### src/hdl/bhra_pkg.sv
// Package for the bucketed history ring averager.
// Types, operation codes, register indexes and sizing constants; no dependencies.
`timescale 1ns / 1ps
package bhra_pkg;
  localparam int METRICS_DEF   = 4;
  localparam int SAMPLES_DEF   = 1440;
  localparam int MAX_SLOTS_DEF = 64;

  localparam logic [2:0] OP_ADD    = 3'd0;
  localparam logic [2:0] OP_TICK   = 3'd1;
  localparam logic [2:0] OP_SERIES = 3'd2;
  localparam logic [2:0] OP_STATS  = 3'd3;
  localparam logic [2:0] OP_SPAN   = 3'd4;

  localparam logic REG_BUCKET_TICKS = 1'b0;
  localparam logic REG_NO_DATA      = 1'b1;

  localparam logic [31:0] BUCKET_TICKS_RST = 32'd60000;
  localparam logic [15:0] NO_DATA_RST      = 16'h8000;

  // Command handed from the front end to the back end through the queue.
  typedef struct packed {
    logic [2:0] op;
    logic [3:0] metric;
    logic [15:0] value;
    logic [6:0] slots;
    logic       bad;
  } cmd_t;
endpackage

### src/hdl/bhra_front.sv
// Front end: input acceptance, validation and a two-entry command queue.
// Depends on bhra_pkg.
`timescale 1ns / 1ps
module bhra_front #(
  parameter int METRICS   = bhra_pkg::METRICS_DEF,
  parameter int MAX_SLOTS = bhra_pkg::MAX_SLOTS_DEF
) (
  input  logic           clk,
  input  logic           rst_n,
  input  logic           start,
  output logic           busy,
  input  logic [2:0]     op,
  input  logic [3:0]     metric,
  input  logic [15:0]    value,
  input  logic [6:0]     slots,
  output logic           q_valid,
  output bhra_pkg::cmd_t q_cmd,
  input  logic           q_pop
);
  bhra_pkg::cmd_t q_r [2];
  logic [1:0] cnt_r;
  logic       rd_r, wr_r;
  logic       push;
  bhra_pkg::cmd_t c;

  always_comb begin
    c.op = op;
    c.metric = metric;
    c.value = value;
    c.slots = (slots > 7'(MAX_SLOTS)) ? 7'(MAX_SLOTS) : slots;
    c.bad = ({28'd0, metric} >= 32'(METRICS)) || (op == bhra_pkg::OP_SERIES && slots == 7'd0);
  end

  assign busy    = (cnt_r == 2'd2);
  assign push    = start && !busy && op <= bhra_pkg::OP_SPAN;
  assign q_valid = (cnt_r != 2'd0);
  assign q_cmd   = q_r[rd_r];

  always_ff @(posedge clk) begin
    if (push) q_r[wr_r] <= c;
    if (!rst_n) begin
      cnt_r <= 2'd0;
      rd_r  <= 1'b0;
      wr_r  <= 1'b0;
    end else begin
      if (push) wr_r <= !wr_r;
      if (q_pop) rd_r <= !rd_r;
      cnt_r <= cnt_r + {1'b0, push} - {1'b0, q_pop};
    end
  end

  assert property (@(posedge clk) disable iff (!rst_n) q_pop |-> q_valid)
    else $error("pop from empty queue");
  assert property (@(posedge clk) disable iff (!rst_n) cnt_r <= 2'd2)
    else $error("queue overflow");
  assert property (@(posedge clk) disable iff (!rst_n) (busy && !q_pop) |=> busy)
    else $error("queue lost entry");
endmodule

### config.mk
export PLATFORM = sky130hd
export DESIGN_NAME = bhra_front
export DESIGN_NICKNAME = d
export VERILOG_FILES = /design/src/hdl/bhra_pkg.sv /design/src/hdl/bhra_front.sv
export SDC_FILE = /design/constraint.sdc
export NUM_CORES = 1
export LEC_CHECK = 0
export BUFFER_PORTS_ARGS = -buffer_cell sky130_fd_sc_hd__buf_2
export CAP_MARGIN = 5
export CORE_UTILIZATION = 25
export DETAILED_ROUTE_END_ITERATION = 16
export GPL_TIMING_DRIVEN = 0
export PLACE_DENSITY = 0.56
export SYNTH_ARGS = -nofsm -noshare
export SYNTH_HDL_FRONTEND = slang
export SYNTH_SLANG_ARGS = --single-unit
export TNS_END_PERCENT = 10
### constraint.sdc
create_clock -name clk -period 3.5 [get_ports clk]
set_input_delay 0.525 -clock clk [delete_from_list [all_inputs] [get_ports clk]]
set_output_delay 0.525 -clock clk [all_outputs]
set_load 0.02 [all_outputs]
==> impl_metrics.tcl <==
set metrics [dict create \
    synth.yosys.warnings 0 \
    post_synthesis_net_count 168 \
    place.gp.congestion 0.6496 \
    drtPass1Iterations 4 \
    timing_max_transition_violations_final 0 \
    layout_common_cells "buf_2, edfxtp_1, mux2_2" \
    post-cts-setup-buffers 0 \
    crit_path_cell_trace "buf_6 -> mux2_2 -> buf_2" \
    areaGrowthSynthToFinish_pct 27.70 \
    synthCells 132 \
    clock_edge_transition_at_the_registers_on_the_reported_setup_and_hold_paths_ns 0.07 \
    dp_hpwl_um 3386 \
    fin_nets 247 \
    cpLargestDelayFamily "flip-flops" \
    cts.hold.buffers_added 0 \
    n_fill_cell 994 \
    hold_viol 0 \
    critical_path.endpoint_type "output port" \
    synth.cell_area_mm2 0.002584 \
    drt.antenna.violating_nets 0 \
    die_h_um 103.7 \
    vias_after_detailed_routing 1382 \
    fp.dieW_um 103.7 \
    cts_buffers 9 \
    finalClockSkew_ns 0.009533 \
    post-route-worst-setup-slack_ns 1.470 \
    number_of_global_route_vias_before_repair 1443 \
    start_util_pct 26.07 \
    min_period_ns 2.030 \
    antenna_found_initial 0 \
    avgSynthCellArea_um2 19.57 \
    worst_setup_path_start_kind "flop" \
    layout.area.seq_mm2 0.001962 \
    grt_setup_unrepaired "no" \
    dp_slack_ns 1.472 \
    cell_with_the_biggest_individual_delay_on_the_critical_path "dfxtp_1" \
    viasPerCell 3.971 \
    pin_count_of_the_biggest_net_entering_global_routing 21 \
    rows 36 \
    holdCritPathClass "input port to flop" \
    pin_count 67 \
    ctsResizeCount 0 \
    most_common_cell_after_layout_fill_and_taps_aside "buf_2" \
    root_buffer "clkbuf_8" \
    grtUsageTotal_pct 9.528 \
    placeableCoreArea_mm2 0.009910 \
    cp_max_fanout 10 \
    multiInputGateArea_um2 591.8 \
    post-route-period-util_pct 58.01 \
    layout_cells_sized_above_1_pct 55.81 \
    cp_slowest_stage_delay_ns 0.45 \
    worst_margin_slew_ns 0.5443 \
    maxCapViolations 0 \
    buffer_ports.inserted 66 \
    result_of_the_run "finished clean" \
    p_leak_nw 1.228 \
    drt-initial-drc-count 31 \
    first_pass_grt_wire_length_um 7527 \
    finalSetupViolCount 0 \
    overflow 0 \
    clock-sinks 67 \
    fmax_mhz 492.5 \
    tritoncts "yes" \
    power_per_cell_area_mw_per_mm2 548.9 \
    ir_worst_vdd_v 0.0002919 \
    flip_flop_and_latch_count_after_synthesis 67 \
    crit_arrival_ns 1.51 \
    drt_wl_total_um 4825 \
    drcViolationCount 0 \
    hold_slack_ns 0.3825 \
    critPathKind "flop to output port" \
    clock_path_buffers 2 \
    post_synth_num_cell_types 22 \
    critPathRequiredTime_ns 2.97 \
    design.die.area_mm2 0.01075 \
    worst_case_headroom_to_the_max_slew_limit_pct 63.63 \
    n_antenna_cell 0 \
    htreeDepth 3 \
    clkLatencyLatePin_ns 0.33 \
    route.detailed.wl_per_inst_um 13.86 \
    synth_sequential_area_ratio_pct 75.93 \
    critical_path.n_buffers_inverters 2 \
]
routing by layer:
layer / wire (um) / GRT usage, % / vias up
met2: 2340 / 15.48 / 43
met1: 2163 / 11.04 / 676
li1: - / - / 659
met3: 276 / 4.594 / 4
met4: 45 / 3.061 / 0
met5: 0 / 0 / -
through the flow:
step / std cells / TNS [ns] / util (%) / cell area, um^2 / total power [mW]
3_5_place_dp: 333 / 0 / 31.79 / 3151 / 1.333
4_1_cts: 348 / 0 / 33.30 / 3299 / 1.850
2_1_floorplan: 132 / 0 / - / 2584 / 1.200
6_report: 348 / 0 / 33.30 / 3299 / 1.811
5_1_grt: 348 / 0 / 33.30 / 3299 / 1.905
3_3_place_gp: 331 / -12.33 / 31.09 / 3080 / 1.309
cells by family after synthesis:
| family | after synthesis | synth area share [%] |
|---|---|---|
| buf+inv | 6 | 1.743 |
| fa+ha+maj | 2 | 0.9684 |
| xor+xnor | 3 | 1.017 |
| simple gates | 20 | 5.714 |
| compound gates | 2 | 0.7265 |
| flops | 67 | 75.93 |
| mux | 32 | 13.90 |
path summary, 6_finish.rpt:
check	startpoint	end	slack, ns	cells after the start
worst max-delay path	flop	q_cmd[0]	1.47	3
worst max register to register	cnt_r[1]$_SDFF_PN0_	cnt_r[1]$_SDFF_PN0_	1.82	8
worst min-delay path	metric[1]	q_r[0][25]$_DFFE_PP_	0.38	1
worst min register to register	wr_r$_SDFFE_PN0P_	wr_r$_SDFFE_PN0P_	0.52	2
synth_stat cells:
cell      count  area, um^2
nor2b_1       2       12.51
mux2_2       31       349.1
clkbuf_1      1       3.750
xor2_1        1       8.760
or2_2         1       6.260
dfxtp_1       5       100.1
xnor2_1       2       17.52
nor2_1        3       11.26
inv_1         2       7.510
ha_1          2       25.02
a311o_1       1       10.01
o21ai_2       1       8.760
nor4_1        1       6.260
edfxtp_1     62        1862
nor2b_4       1       13.76
nand2_1       2       7.510
and2b_1       4       30.03
nor4b_2       1       15.01
mux2i_1       1       10.01
and2_1        4       25.02
buf_6         3       33.78
nand3b_4      1       20.02
area by class of cell:
cell class,instances,area share [%]
buffer,4,1.138
clock buffer,10,3.868
clock inverter,5,0.6447
inverter,2,0.2275
multi-input combinational,59,17.94
sequential,67,59.46
tap,133,5.044
timing repair buffer,68,11.68
where the power goes:
| part | leakage [nW] | switching, mW | internal [mW] |
|---|---|---|---|
| Clock | 0.0784 | 0.260 | 0.243 |
| Sequential | 0.613 | 0.0213 | 0.951 |
| Combinational | 0.537 | 0.188 | 0.147 |
state kept, by name, summed over array words and instances, names as in the netlist, named ones only:
signal	cells
rd_r	1
q_r	62
wr_r	1
cnt_r	2
worst reg2reg max path, cell delays in order (launching register included):
cell and delay, ns:
dfxtp_1 0.33, nor2b_4 0.14, nand3b_4 0.21, ha_1 0.30
inv_1 0.04, ha_1 0.17, xnor2_1 0.13, xnor2_1 0.12
and2_1 0.14
Note: power is estimated with default switching activity, not from simulation.
